===== config.mk =====
export PLATFORM = sky130hd
export DESIGN_NAME = utf8_to_utf16_decoder
export DESIGN_NICKNAME = d
export VERILOG_FILES = /design/src/hw/rtl/u2u_pkg.sv /design/src/hw/rtl/utf8_to_utf16_decoder.sv /design/src/hw/rtl/u2u_front.sv /design/src/hw/rtl/u2u_queue.sv /design/src/hw/rtl/u2u_back.sv
export SDC_FILE = /design/constraint.sdc
export NUM_CORES = 1
export LEC_CHECK = 0
export BUFFER_PORTS_ARGS = -buffer_cell sky130_fd_sc_hd__buf_2
export CORE_MARGIN = 2
export CORE_UTILIZATION = 56
export CTS_BUF_LIST = sky130_fd_sc_hd__clkbuf_4 sky130_fd_sc_hd__clkbuf_8
export DETAILED_ROUTE_END_ITERATION = 8
export PLACE_DENSITY_LB_ADDON = 0.05
export SYNTH_ARGS = -nofsm -noshare
export SYNTH_HDL_FRONTEND = slang
export SYNTH_SLANG_ARGS = --single-unit

===== constraint.sdc =====
create_clock -name clk_i -period 7.4 [get_ports clk_i]
set_input_delay 0.74 -clock clk_i [delete_from_list [all_inputs] [get_ports clk_i]]
set_output_delay 0.74 -clock clk_i [all_outputs]
set_load 0.02 [all_outputs]

===== src/hw/rtl/u2u_pkg.sv =====
// shared types and constants of the utf-8 to utf-16 decoder
`timescale 1ns / 1ps
`default_nettype none

package u2u_pkg;

  localparam int unsigned QueueDepth = 4;

  localparam logic [15:0] Replacement  = 16'hFFFD;
  localparam logic [20:0] MaxPoint     = 21'h10FFFF;
  localparam logic [20:0] SurrFirst    = 21'h00D800;
  localparam logic [20:0] SurrLast     = 21'h00DFFF;
  localparam logic [20:0] SupplBase    = 21'h010000;
  localparam logic [20:0] MinTwoByte   = 21'h000080;
  localparam logic [20:0] MinThreeByte = 21'h000800;
  localparam logic [20:0] MinFourByte  = 21'h010000;
  localparam logic [5:0]  HiSurrPrefix = 6'b110110;
  localparam logic [5:0]  LoSurrPrefix = 6'b110111;

  // length of the sequence announced by the lead byte of the open run
  typedef enum logic [1:0] {
    RunNone  = 2'd0,
    RunTwo   = 2'd1,
    RunThree = 2'd2,
    RunFour  = 2'd3
  } run_e;

  // one queued command: one or two code units caused by one input item
  typedef struct packed {
    logic        two;
    logic        str_end;
    logic [15:0] unit0;
    logic [15:0] unit1;
  } cmd_t;

endpackage

`default_nettype wire


===== src/hw/rtl/utf8_to_utf16_decoder.sv =====
// utf-8 to utf-16 decoder top level
// an accepted item's command is registered in the queue; its units leave from the head
// throughput: one byte per cycle while the queue is not full; an item that yields a
//   surrogate pair or a replacement plus a unit sends two units, the queue absorbs it
// reset clears the open run and empties the queue; no units are pending after reset
`timescale 1ns / 1ps
`default_nettype none

module utf8_to_utf16_decoder #(
  parameter int unsigned QueueDepth = u2u_pkg::QueueDepth
) (
  input  wire logic        clk_i,
  input  wire logic        rst_ni,
  input  wire logic        s_axis_tvalid,
  output logic             s_axis_tready,
  input  wire logic [7:0]  s_axis_tdata,   // in_byte
  input  wire logic        s_axis_tlast,   // string_end
  output logic             m_axis_tvalid,
  input  wire logic        m_axis_tready,
  output logic [15:0]      m_axis_tdata,   // code_unit
  output logic [0:0]       m_axis_tuser,   // item_last
  output logic             m_axis_tlast    // string_done
);

  logic          full, empty, push, pop, accept;
  u2u_pkg::cmd_t push_cmd, head;

  assign s_axis_tready = !full;
  assign accept        = s_axis_tvalid && s_axis_tready;

  u2u_front u_front (
    .clk_i        (clk_i),
    .rst_ni       (rst_ni),
    .accept_i     (accept),
    .in_byte_i    (s_axis_tdata),
    .string_end_i (s_axis_tlast),
    .push_o       (push),
    .push_cmd_o   (push_cmd)
  );

  u2u_queue #(
    .Depth (QueueDepth)
  ) u_queue (
    .clk_i      (clk_i),
    .rst_ni     (rst_ni),
    .push_i     (push),
    .push_cmd_i (push_cmd),
    .full_o     (full),
    .pop_i      (pop),
    .empty_o    (empty),
    .head_o     (head)
  );

  u2u_back u_back (
    .clk_i         (clk_i),
    .rst_ni        (rst_ni),
    .empty_i       (empty),
    .head_i        (head),
    .pop_o         (pop),
    .out_valid_o   (m_axis_tvalid),
    .out_ready_i   (m_axis_tready),
    .code_unit_o   (m_axis_tdata),
    .item_last_o   (m_axis_tuser[0]),
    .string_done_o (m_axis_tlast)
  );

  a_done_is_last: assert property (@(posedge clk_i) disable iff (!rst_ni)
    m_axis_tvalid && m_axis_tlast |-> m_axis_tuser[0])
    else $error("end of string on a unit that is not the last of its item");

endmodule

`default_nettype wire


===== src/hw/rtl/u2u_front.sv =====
// front end: accepts bytes, tracks the open run and builds unit commands
`timescale 1ns / 1ps
`default_nettype none

module u2u_front (
  input  wire logic          clk_i,
  input  wire logic          rst_ni,
  input  wire logic          accept_i,
  input  wire logic [7:0]    in_byte_i,
  input  wire logic          string_end_i,
  output logic               push_o,
  output u2u_pkg::cmd_t      push_cmd_o
);

  logic [20:0]       pp_q, pp_d;
  logic [1:0]        pend_q, pend_d;
  u2u_pkg::run_e     run_q, run_d;

  logic [20:0] acc;
  logic [20:0] suppl;
  logic [1:0]  pend_m1;
  logic        cont;
  logic        point_ok;
  logic        fresh;
  logic        lead;
  logic [1:0]  n;
  logic [15:0] u0, u1;

  assign cont    = (in_byte_i[7:6] == 2'b10);
  assign acc     = {pp_q[14:0], in_byte_i[5:0]};
  assign pend_m1 = pend_q - 2'd1;
  assign suppl   = acc - u2u_pkg::SupplBase;

  always_comb begin
    point_ok = 1'b1;
    if (acc > u2u_pkg::MaxPoint) point_ok = 1'b0;
    if (acc inside {[u2u_pkg::SurrFirst : u2u_pkg::SurrLast]}) point_ok = 1'b0;
    case (run_q)
      u2u_pkg::RunTwo:   if (acc < u2u_pkg::MinTwoByte) point_ok = 1'b0;
      u2u_pkg::RunThree: if (acc < u2u_pkg::MinThreeByte) point_ok = 1'b0;
      u2u_pkg::RunFour:  if (acc < u2u_pkg::MinFourByte) point_ok = 1'b0;
      default:           point_ok = point_ok;
    endcase
  end

  always_comb begin
    pp_d   = pp_q;
    pend_d = pend_q;
    run_d  = run_q;
    n      = 2'd0;
    u0     = '0;
    u1     = '0;
    fresh  = 1'b1;
    lead   = 1'b0;

    if (pend_q != 2'd0) begin
      if (cont) begin
        fresh  = 1'b0;
        pp_d   = acc;
        pend_d = pend_m1;
        if (pend_m1 == 2'd0) begin
          pp_d  = '0;
          run_d = u2u_pkg::RunNone;
          if (!point_ok) begin
            u0 = u2u_pkg::Replacement;
            n  = 2'd1;
          end else if (acc[20:16] != 5'd0) begin
            // surrogate pair
            u0 = {u2u_pkg::HiSurrPrefix, suppl[19:10]};
            u1 = {u2u_pkg::LoSurrPrefix, suppl[9:0]};
            n  = 2'd2;
          end else begin
            u0 = acc[15:0];
            n  = 2'd1;
          end
        end else if (string_end_i) begin
          u0     = u2u_pkg::Replacement;
          n      = 2'd1;
          pp_d   = '0;
          pend_d = 2'd0;
          run_d  = u2u_pkg::RunNone;
        end
      end else begin
        // cut-short run, the byte is decoded afresh below
        u0     = u2u_pkg::Replacement;
        n      = 2'd1;
        pp_d   = '0;
        pend_d = 2'd0;
        run_d  = u2u_pkg::RunNone;
      end
    end

    if (fresh) begin
      if (!in_byte_i[7]) begin
        if (n == 2'd0) u0 = {8'd0, in_byte_i};
        else           u1 = {8'd0, in_byte_i};
        n = n + 2'd1;
      end else if (in_byte_i[7:5] == 3'b110) begin
        lead   = 1'b1;
        pp_d   = {16'd0, in_byte_i[4:0]};
        pend_d = 2'd1;
        run_d  = u2u_pkg::RunTwo;
      end else if (in_byte_i[7:4] == 4'b1110) begin
        lead   = 1'b1;
        pp_d   = {17'd0, in_byte_i[3:0]};
        pend_d = 2'd2;
        run_d  = u2u_pkg::RunThree;
      end else if (in_byte_i[7:3] == 5'b11110) begin
        lead   = 1'b1;
        pp_d   = {18'd0, in_byte_i[2:0]};
        pend_d = 2'd3;
        run_d  = u2u_pkg::RunFour;
      end else begin
        if (n == 2'd0) u0 = u2u_pkg::Replacement;
        else           u1 = u2u_pkg::Replacement;
        n = n + 2'd1;
      end
      if (lead && string_end_i) begin
        // run truncated by the end of the string
        if (n == 2'd0) u0 = u2u_pkg::Replacement;
        else           u1 = u2u_pkg::Replacement;
        n      = n + 2'd1;
        pp_d   = '0;
        pend_d = 2'd0;
        run_d  = u2u_pkg::RunNone;
      end
    end
  end

  assign push_o             = accept_i && (n != 2'd0);
  assign push_cmd_o.two     = (n == 2'd2);
  assign push_cmd_o.str_end = string_end_i;
  assign push_cmd_o.unit0   = u0;
  assign push_cmd_o.unit1   = u1;

  always_ff @(posedge clk_i or negedge rst_ni) begin
    if (!rst_ni) begin
      pp_q   <= '0;
      pend_q <= 2'd0;
      run_q  <= u2u_pkg::RunNone;
    end else if (accept_i) begin
      pp_q   <= pp_d;
      pend_q <= pend_d;
      run_q  <= run_d;
    end
  end

  a_end_idle: assert property (@(posedge clk_i) disable iff (!rst_ni)
    accept_i && string_end_i |=> pend_q == 2'd0)
    else $error("run still open after end of string");

  a_idle_clean: assert property (@(posedge clk_i) disable iff (!rst_ni)
    pend_q == 2'd0 |-> run_q == u2u_pkg::RunNone && pp_q == 21'd0)
    else $error("idle state holds stale run data");

endmodule

`default_nettype wire


===== src/hw/rtl/u2u_queue.sv =====
// short command queue between front end and back end
`timescale 1ns / 1ps
`default_nettype none

module u2u_queue #(
  parameter int unsigned Depth = u2u_pkg::QueueDepth
) (
  input  wire logic          clk_i,
  input  wire logic          rst_ni,
  input  wire logic          push_i,
  input  u2u_pkg::cmd_t      push_cmd_i,
  output logic               full_o,
  input  wire logic          pop_i,
  output logic               empty_o,
  output u2u_pkg::cmd_t      head_o
);

  localparam int unsigned PtrW = (Depth > 1) ? $clog2(Depth) : 1;
  localparam int unsigned CntW = $clog2(Depth + 1);

  u2u_pkg::cmd_t       mem_q [Depth];
  logic [PtrW-1:0]     wr_q, wr_d, rd_q, rd_d;
  logic [CntW-1:0]     cnt_q, cnt_d;

  assign full_o  = (cnt_q == CntW'(Depth));
  assign empty_o = (cnt_q == '0);
  assign head_o  = mem_q[rd_q];

  always_comb begin
    wr_d  = wr_q;
    rd_d  = rd_q;
    cnt_d = cnt_q;
    if (push_i) begin
      wr_d = (wr_q == PtrW'(Depth - 1)) ? '0 : wr_q + PtrW'(1);
    end
    if (pop_i) begin
      rd_d = (rd_q == PtrW'(Depth - 1)) ? '0 : rd_q + PtrW'(1);
    end
    if (push_i && !pop_i) cnt_d = cnt_q + CntW'(1);
    else if (pop_i && !push_i) cnt_d = cnt_q - CntW'(1);
  end

  always_ff @(posedge clk_i) begin
    if (push_i) mem_q[wr_q] <= push_cmd_i;
  end

  always_ff @(posedge clk_i or negedge rst_ni) begin
    if (!rst_ni) begin
      wr_q  <= '0;
      rd_q  <= '0;
      cnt_q <= '0;
    end else begin
      wr_q  <= wr_d;
      rd_q  <= rd_d;
      cnt_q <= cnt_d;
    end
  end

  a_no_overflow: assert property (@(posedge clk_i) disable iff (!rst_ni)
    push_i |-> !full_o || pop_i)
    else $error("push into full queue");

  a_no_underflow: assert property (@(posedge clk_i) disable iff (!rst_ni)
    pop_i |-> !empty_o)
    else $error("pop from empty queue");

endmodule

`default_nettype wire


===== src/hw/rtl/u2u_back.sv =====
// back end: sends the one or two code units of each queued command
`timescale 1ns / 1ps
`default_nettype none

module u2u_back (
  input  wire logic          clk_i,
  input  wire logic          rst_ni,
  input  wire logic          empty_i,
  input  u2u_pkg::cmd_t      head_i,
  output logic               pop_o,
  output logic               out_valid_o,
  input  wire logic          out_ready_i,
  output logic [15:0]        code_unit_o,
  output logic               item_last_o,
  output logic               string_done_o
);

  logic sel_q, sel_d;
  logic last;
  logic fire;

  assign out_valid_o   = !empty_i;
  assign last          = !head_i.two || sel_q;
  assign fire          = out_valid_o && out_ready_i;
  assign code_unit_o   = sel_q ? head_i.unit1 : head_i.unit0;
  assign item_last_o   = last;
  assign string_done_o = last && head_i.str_end;
  assign pop_o         = fire && last;

  always_comb begin
    sel_d = sel_q;
    if (fire) sel_d = !last;
  end

  always_ff @(posedge clk_i or negedge rst_ni) begin
    if (!rst_ni) begin
      sel_q <= 1'b0;
    end else begin
      sel_q <= sel_d;
    end
  end

  a_sel_pair: assert property (@(posedge clk_i) disable iff (!rst_ni)
    sel_q |-> !empty_i && head_i.two)
    else $error("second unit selected without a pair");

endmodule

`default_nettype wire

=== Word-level counts from Yosys, hierarchy flattened ===
Memory sizes are Yosys's and may differ from the RTL's.
Index checks and enable logic that the tools add are counted.

* Register bits: 33
* Output and inout port bits: 20
* Memory bits (writable): 136
* Memories: 1
* Input port bits: 13

{| class="wikitable"
|+ Memory list
! memory !! words !! bits a word !! read ports !! clocked after Yosys merged registers in !! wr ports !! RTL line !! text
|-
| u_queue.mem_q || 4 || 34 || 1 || 0 || 1 || u2u_queue.sv:21 || <nowiki>u2u_pkg::cmd_t mem_q [Depth];</nowiki>
|}

* Magnitude comparators: 6
* Equal/unequal tests: 11
* Muxes and demuxes: 92
* Add/subtract/negate cells: 8
* Reductions and logical operators: 24

{| class="wikitable"
|+ Operator list
! operator !! number
|-
| $mux 16 || 30
|-
| $mux 21 || 10
|-
| $mux 2 || 34
|-
| $ge 21x16->1 const B || 1
|-
| $gt 21x21->1 const B || 1
|-
| $le 21x16->1 const B || 1
|-
| $lt 21x12->1 const B || 1
|-
| $lt 21x17->1 const B || 1
|-
| $lt 21x8->1 const B || 1
|-
| $sub 20x17->20 const B || 1
|-
| $mux 1 || 15
|-
| $eq 2x2->1 const B || 6
|-
| $logic_and 1x1->1 || 9
|-
| $add 2x1->2 const B || 4
|-
| $eq 3x3->1 const B || 2
|-
| $logic_not 1->1 || 6
|-
| $logic_not 2->1 || 3
|-
| $mux 3 || 2
|-
| $reduce_bool 2->1 || 3
|-
| $eq 5x5->1 const B || 1
|-
| $reduce_bool 5->1 || 1
|-
| $eq 4x4->1 const B || 1
|-
| $add 3x1->3 const B || 1
|-
| $logic_not 3->1 || 1
|-
| other kinds (5) || 5
|}

=== Longest topological paths before layout ===
* Depth after elaboration: 24
* Gate-level depth with buffers: 23
* Depth with buffers taken out: 22

=== Hierarchy ===
A second synthesis with hierarchy kept.

* Cell total of the unflattened synthesis: 514
* Area, all modules: 7669.9 µm²

{| class="wikitable"
|+ By module, submodules not included
! module !! cells each !! instances !! sequential area each (µm²) !! area an instance (µm²)
|-
| u2u_queue || 215 || 1 || 4259.1 || 5375.2
|-
| u2u_front || 271 || 1 || 475.5 || 1971.9
|-
| u2u_back || 26 || 1 || 25.0 || 312.8
|-
| utf8_to_utf16_decoder || 2 || 1 || 0.0 || 10.0
|}

=== Least setup slack after synthesis ===
No wires, ideal clock.

* Path type: input to register
* Start: input port s_axis_tdata[4]
* End: memory u_queue.mem_q[0][0] in the netlist's numbering, enable pin
* Cell stages on the path: 17
* Slack: 2.899 ns
* Arrival time: 4.111 ns
* Required time: 7.010 ns
* Buffers on the path: 2
* Cells stage by stage: clkbuf_1 -> nand4_1 -> nor4_1 -> mux2i_1 -> a31oi_4 -> and2_1 -> and3_1 -> buf_2 -> inv_1 -> ha_1 -> nand2_1 -> ha_1 -> nand3_1 -> a21oi_1 -> a41oi_1 -> a21oi_4 -> and2_1

* Word-level cells in the longest chain between the ends: 22
* Elaborated cells on any way between the ends: 38
* Those cells by class: 2 x add/sub; 6 x order compare; 2 x eq/ne; 24 x mux; 4 x reduce/logical

{| class="wikitable"
|+ RTL lines
! what !! RTL line !! text
|-
| from (decl) || utf8_to_utf16_decoder.sv:16 || <nowiki>input wire logic [7:0] s_axis_tdata,</nowiki>
|-
| $gt 21x21->1, or another cell as far along || u2u_front.sv:36 || <nowiki>if (acc > u2u_pkg::MaxPoint) point_ok = 1'b0;</nowiki>
|-
| $mux 1 or $logic_and 1x1->1 (tied branches) || u2u_front.sv:36, u2u_front.sv:37 ||
|-
| $mux 1 || u2u_front.sv:37 || <nowiki>if (acc inside {[u2u_pkg::SurrFirst : u2u_pkg::SurrLast]}) point_ok = 1'b0;</nowiki>
|-
| $mux 1 (on tied branches) || u2u_front.sv:41, u2u_front.sv:39, u2u_front.sv:40 ||
|-
| $pmux 1 s3 || u2u_front.sv:38 || <nowiki>case (run_q)</nowiki>
|-
| $mux 2 || u2u_front.sv:64 || <nowiki>if (!point_ok) begin</nowiki>
|-
| $mux 2 || u2u_front.sv:61 || <nowiki>if (pend_m1 == 2'd0) begin</nowiki>
|-
| $mux 2 || u2u_front.sv:57 || <nowiki>if (cont) begin</nowiki>
|-
| [7 not listed] || - ||
|-
| $add 2x1->2 || u2u_front.sv:122 || <nowiki>n = n + 2'd1;</nowiki>
|-
| $mux 2 || u2u_front.sv:118 || <nowiki>if (lead && string_end_i) begin</nowiki>
|-
| $mux 2 * || u2u_front.sv:93 || <nowiki>if (fresh) begin</nowiki>
|-
| $reduce_bool 2->1 * || u2u_front.sv:130 || <nowiki>assign push_o = accept_i && (n != 2'd0);</nowiki>
|-
| $logic_and 1x1->1 * || u2u_front.sv:130 ||
|-
| net push || utf8_to_utf16_decoder.sv:25 || <nowiki>logic full, empty, push, pop, accept;</nowiki>
|-
| $mux 1 * || u2u_queue.sv:44 || <nowiki>if (push_i) mem_q[wr_q] <= push_cmd_i;</nowiki>
|-
| $mux 1 (implied by the code) * || u2u_queue.sv:44 ||
|-
| to (decl) || u2u_queue.sv:21 ||
|}

The timed path passes the listed nets; every way through them passes the cells marked *. The select of a mux whose other input is x is not followed.

=== Worst setup path in the final report ===
* Start: register u_front.pp_q[8]
* End: register u_queue.cnt_q[2]

* Word-level cells in the longest chain between the ends: 23
* Elaborated cells on any way between the ends: 33
* Those cells by class: 2 x add/sub; 6 x order compare; 18 x mux; 7 x reduce/logical

{| class="wikitable"
|+ RTL lines
! what !! RTL line !! text
|-
| from (decl) || u2u_front.sv:15 || <nowiki>logic [20:0] pp_q, pp_d;</nowiki>
|-
| from (signal assigned) || u2u_front.sv:142 || <nowiki>pp_q <= pp_d;</nowiki>
|-
| $gt 21x21->1, or another cell as far along || u2u_front.sv:36 ||
|-
| $mux 1 or $logic_and 1x1->1 (tied branches) || u2u_front.sv:36, u2u_front.sv:37 ||
|-
| $mux 1 || u2u_front.sv:37 ||
|-
| $mux 1 (on tied branches) || u2u_front.sv:41, u2u_front.sv:39, u2u_front.sv:40 ||
|-
| $pmux 1 s3 * || u2u_front.sv:38 ||
|-
| $mux 2 * || u2u_front.sv:64 ||
|-
| $mux 2 * || u2u_front.sv:61 ||
|-
| $mux 2 * || u2u_front.sv:57 ||
|-
| [8 not listed] || - ||
|-
| $mux 2 || u2u_front.sv:118 ||
|-
| $mux 2 * || u2u_front.sv:93 ||
|-
| $reduce_bool 2->1 * || u2u_front.sv:130 ||
|-
| $logic_and 1x1->1 * || u2u_front.sv:130 ||
|-
| net push || utf8_to_utf16_decoder.sv:25 ||
|-
| $logic_not 1->1 || u2u_queue.sv:40 || <nowiki>else if (pop_i && !push_i) cnt_d = cnt_q - CntW'(1);</nowiki>
|-
| $logic_and 1x1->1 || u2u_queue.sv:40 ||
|-
| $reduce_bool 2->1 (no source line) || - ||
|-
| to (signal assigned) || u2u_queue.sv:55 || <nowiki>cnt_q <= cnt_d;</nowiki>
|-
| to (decl) || u2u_queue.sv:23 || <nowiki>logic [CntW-1:0] cnt_q, cnt_d;</nowiki>
|}

Marked as above.
A chain may end at the register's enable or synchronous reset.

==> qor.yml <==
dr.pass1.iters: 5
fp.dieH_um: 115
synth_area_leader_cell: "edfxtp_1"
fill_cells: 907
vdd_ir_drop_max_uv: 279
start_util_pct: 57.2
powerDensity_nw_per_um2: 422
viasPerCell: 6.23
vias: 4197
ys_async_sr_fraction_pct: 18.4
cp_max_fo: 8
synth_top_area_share_pct: 52.4
cts_tree: "built"
grt_pass1_vias: 4167
antenna_found_initial: 0
path_clk_slew_ps: 80
maxCapViolCount: 0
synth-seq-cells: 147
r2r_slack_ps: 2740
startpoint: "u_front.pp_q[8]"
cp.required_ps: 7770
fin_crit_ps: 4660
timing.final.crit_share_pct: 63.0
synth.top_cells.by_area: "edfxtp_1 52%, dfrtp_1 9.8%, mux4_2 9.8%"
max_freq_mhz: 215
holdBufCountCts: 0
grt_max_degree: 31
hold_violations: 0
cts-buffers-inserted: 17
ant_nets: 0
relSlewSlack_pct: 41.1
grt_setup_unrepaired: "no"
synth_nets: 509
slew_violations: 0
clock_sinks: 147
hold_ws_ps: 321
h-tree-depth: 4
ys.flop_type: "edfxtp_1"
hold_class: "primary input to async pin"
wirelength_mm: 15.0
syn_area_per_cell_um2: 14.3
nNetsFinal: 542
grt.overflow.total: 0
post-synth-top-count-cell: "edfxtp_1"
grt.total_usage_pct: 24.6
die_w_um: 115
p_total_w: 0.00320
grt_pass1_wl_mm: 23.6
synthesis.area_um2: 6880
pin_count: 33
wl_per_cell_um: 22.2
cts_max_path_buffers: 2
setup_viol: 0
setup_tns_ps: 0
io_buffers: 32
crit_type: "flip-flop to flip-flop"
area_growth_pct: 10.4
cp.arrival_ps: 5030
syn-instance-count: 482
yosysWarnings: 0
r2r-start: "u_front.pp_q[8]"
antennaDiodeCount: 0
die_area_um2: 13200
hpwl_mm: 10.1
final_layout_size_suffix_gt1_share_pct: 22.6
core.rowCount: 40
gp_congestion: 0.943
yosysUniqueCellTypes: 50
yosysSeqAreaShare_pct: 62.2
worstMarginPinSlew_ps: 883
ctsResizeCount: 0
r2r-end: "u_queue.cnt_q[2]"
status: "complete, no violations"
endpoint_kind: "flip-flop"
finClkSkew_ps: 12.8
synth_edf_count: 120
core_um2: 12000
startpoint_type: "flip-flop"
route.detailed.drc: 0
p_leak_nw: 2.79
root_buffer: "clkbuf_8"
cts_setup_buffers: 0
reg2regPathDepth: 20
synth_commonest_cells: "120 x edfxtp_1, 36 x o21ai_0, 30 x mux4_2, 29 x nand2_1, 27 x dfrtp_1"
drtIter0Drc: 402
worstSkewPairLatency_ps: 440
-- logic make-up (layout without fill, tap and decap cells) --
kind of cell             Yosys count  after routing  synth area share (%)
AND/OR/NAND/NOR                  109            109                  8.32
buffers and inverters             49             94                  2.78
adder cells (fa/ha/maj)           14             14                  2.66
XOR/XNOR                           6              6                 0.764
AO/OA/AOI/OAI                    110            110                  10.6
flip-flops                       147            147                  62.2
multiplexers                      47             47                  12.7
-- critical path: stages (launching register included) --
cell and delay [ps]:
dfrtp_1 570, nand4_2 190, nor4_1 460, mux2i_1 180
a31oi_4 260, and2_1 180, and3_1 280, inv_1 120
ha_1 290, nand2_1 60, ha_1 290, nand3_1 70
a21oi_1 160, a41oi_1 100, a21oi_4 280, ha_1 220
inv_1 60, fa_1 380, xor2_1 170, nor2_1 110
xor2_1 150
-- per-stage QoR --
stage / setup WS [ps] / util (%) / instance area [µm²] / std cells
2_1_floorplan: 2900 / - / 6880 / 482
3_3_place_gp: 2580 / 59.7 / 7170 / 643
3_5_place_dp: 2510 / 59.7 / 7170 / 643
4_1_cts: 2740 / 63.2 / 7590 / 674
5_1_grt: 2440 / 63.2 / 7590 / 674
6_report: 2740 / 63.2 / 7590 / 674
-- cell type report --
type | instances | area (µm²) | area share [%]
Sequential cell | 147 | 4280 | 56.4
Multi-Input combinational cell | 286 | 2410 | 31.7
Clock buffer | 17 | 234 | 3.08
Timing Repair Buffer | 39 | 213 | 2.80
Clock inverter | 14 | 184 | 2.42
Tap cell | 147 | 184 | 2.42
Inverter | 24 | 90.1 | 1.19
-- worst max path at each step --
stage	endpoint	cells past startpoint	slack, ps
2_1_floorplan	u_queue.mem_q[0][0]	17	2900
3_3_place_gp	u_queue.cnt_q[2]	21	2580
3_5_place_dp	u_queue.cnt_q[2]	21	2510
4_1_cts	u_queue.cnt_q[2]	20	2740
5_1_grt	u_queue.cnt_q[2]	20	2440
6_report	u_queue.cnt_q[2]	20	2740
-- placed cells by master (no fill, tap or decap), types with 3 or more instances in the layout --
cell       Yosys  final
a2bb2oi_1      5      5
nand2_1       29     29
mux4_2        30     30
ha_1          13     13
nand4_1        4      4
a21oi_1       25     25
nor4_1         3      3
dfrtp_1       27     26
a22o_1        14     14
o211ai_1       4      4
nor3_1         6      6
nand4b_1       3      3
and2_1        10     10
clkbuf_8       0     17
a31oi_1        5      5
edfxtp_1     120    120
inv_1         24     24
clkinv_1       0      3
a21o_1         5      5
nor2_1        20     20
nor2b_1        9      9
xnor2_1        4      4
nand3_1       10     10
o21ai_0       36     36
buf_4          0      7
mux2_2        14     14
buf_2          6     32
bufinv_16      0      4
and3_1         4      4
nand2b_1       5      5
-- where the power goes --
group          switching, W  internal, W  leakage (nW)  total (W)
clock              0.000291     0.000363         0.209   0.000654
combinational      0.000740     0.000497          1.13    0.00124
sequential         0.000106      0.00120          1.45    0.00131
total               0.00114      0.00206          2.79    0.00320
-- flip-flops by register name (all words and copies together), names as in the netlist --
name            cells
u_queue.mem_q     120
u_front.pend_q      2
u_back.sel_q        1
u_front.run_q       2
u_front.pp_q       15
u_queue.cnt_q       3
u_queue.wr_q        2
u_queue.rd_q        2
-- layer usage --
metal	track usage, %	wire length (µm)
met1	33.6	6630
met4	9.16	319
met2	39.7	7410
met3	4.80	618
met5	0	0
No activity file was read; power rests on OpenSTA's default activity.
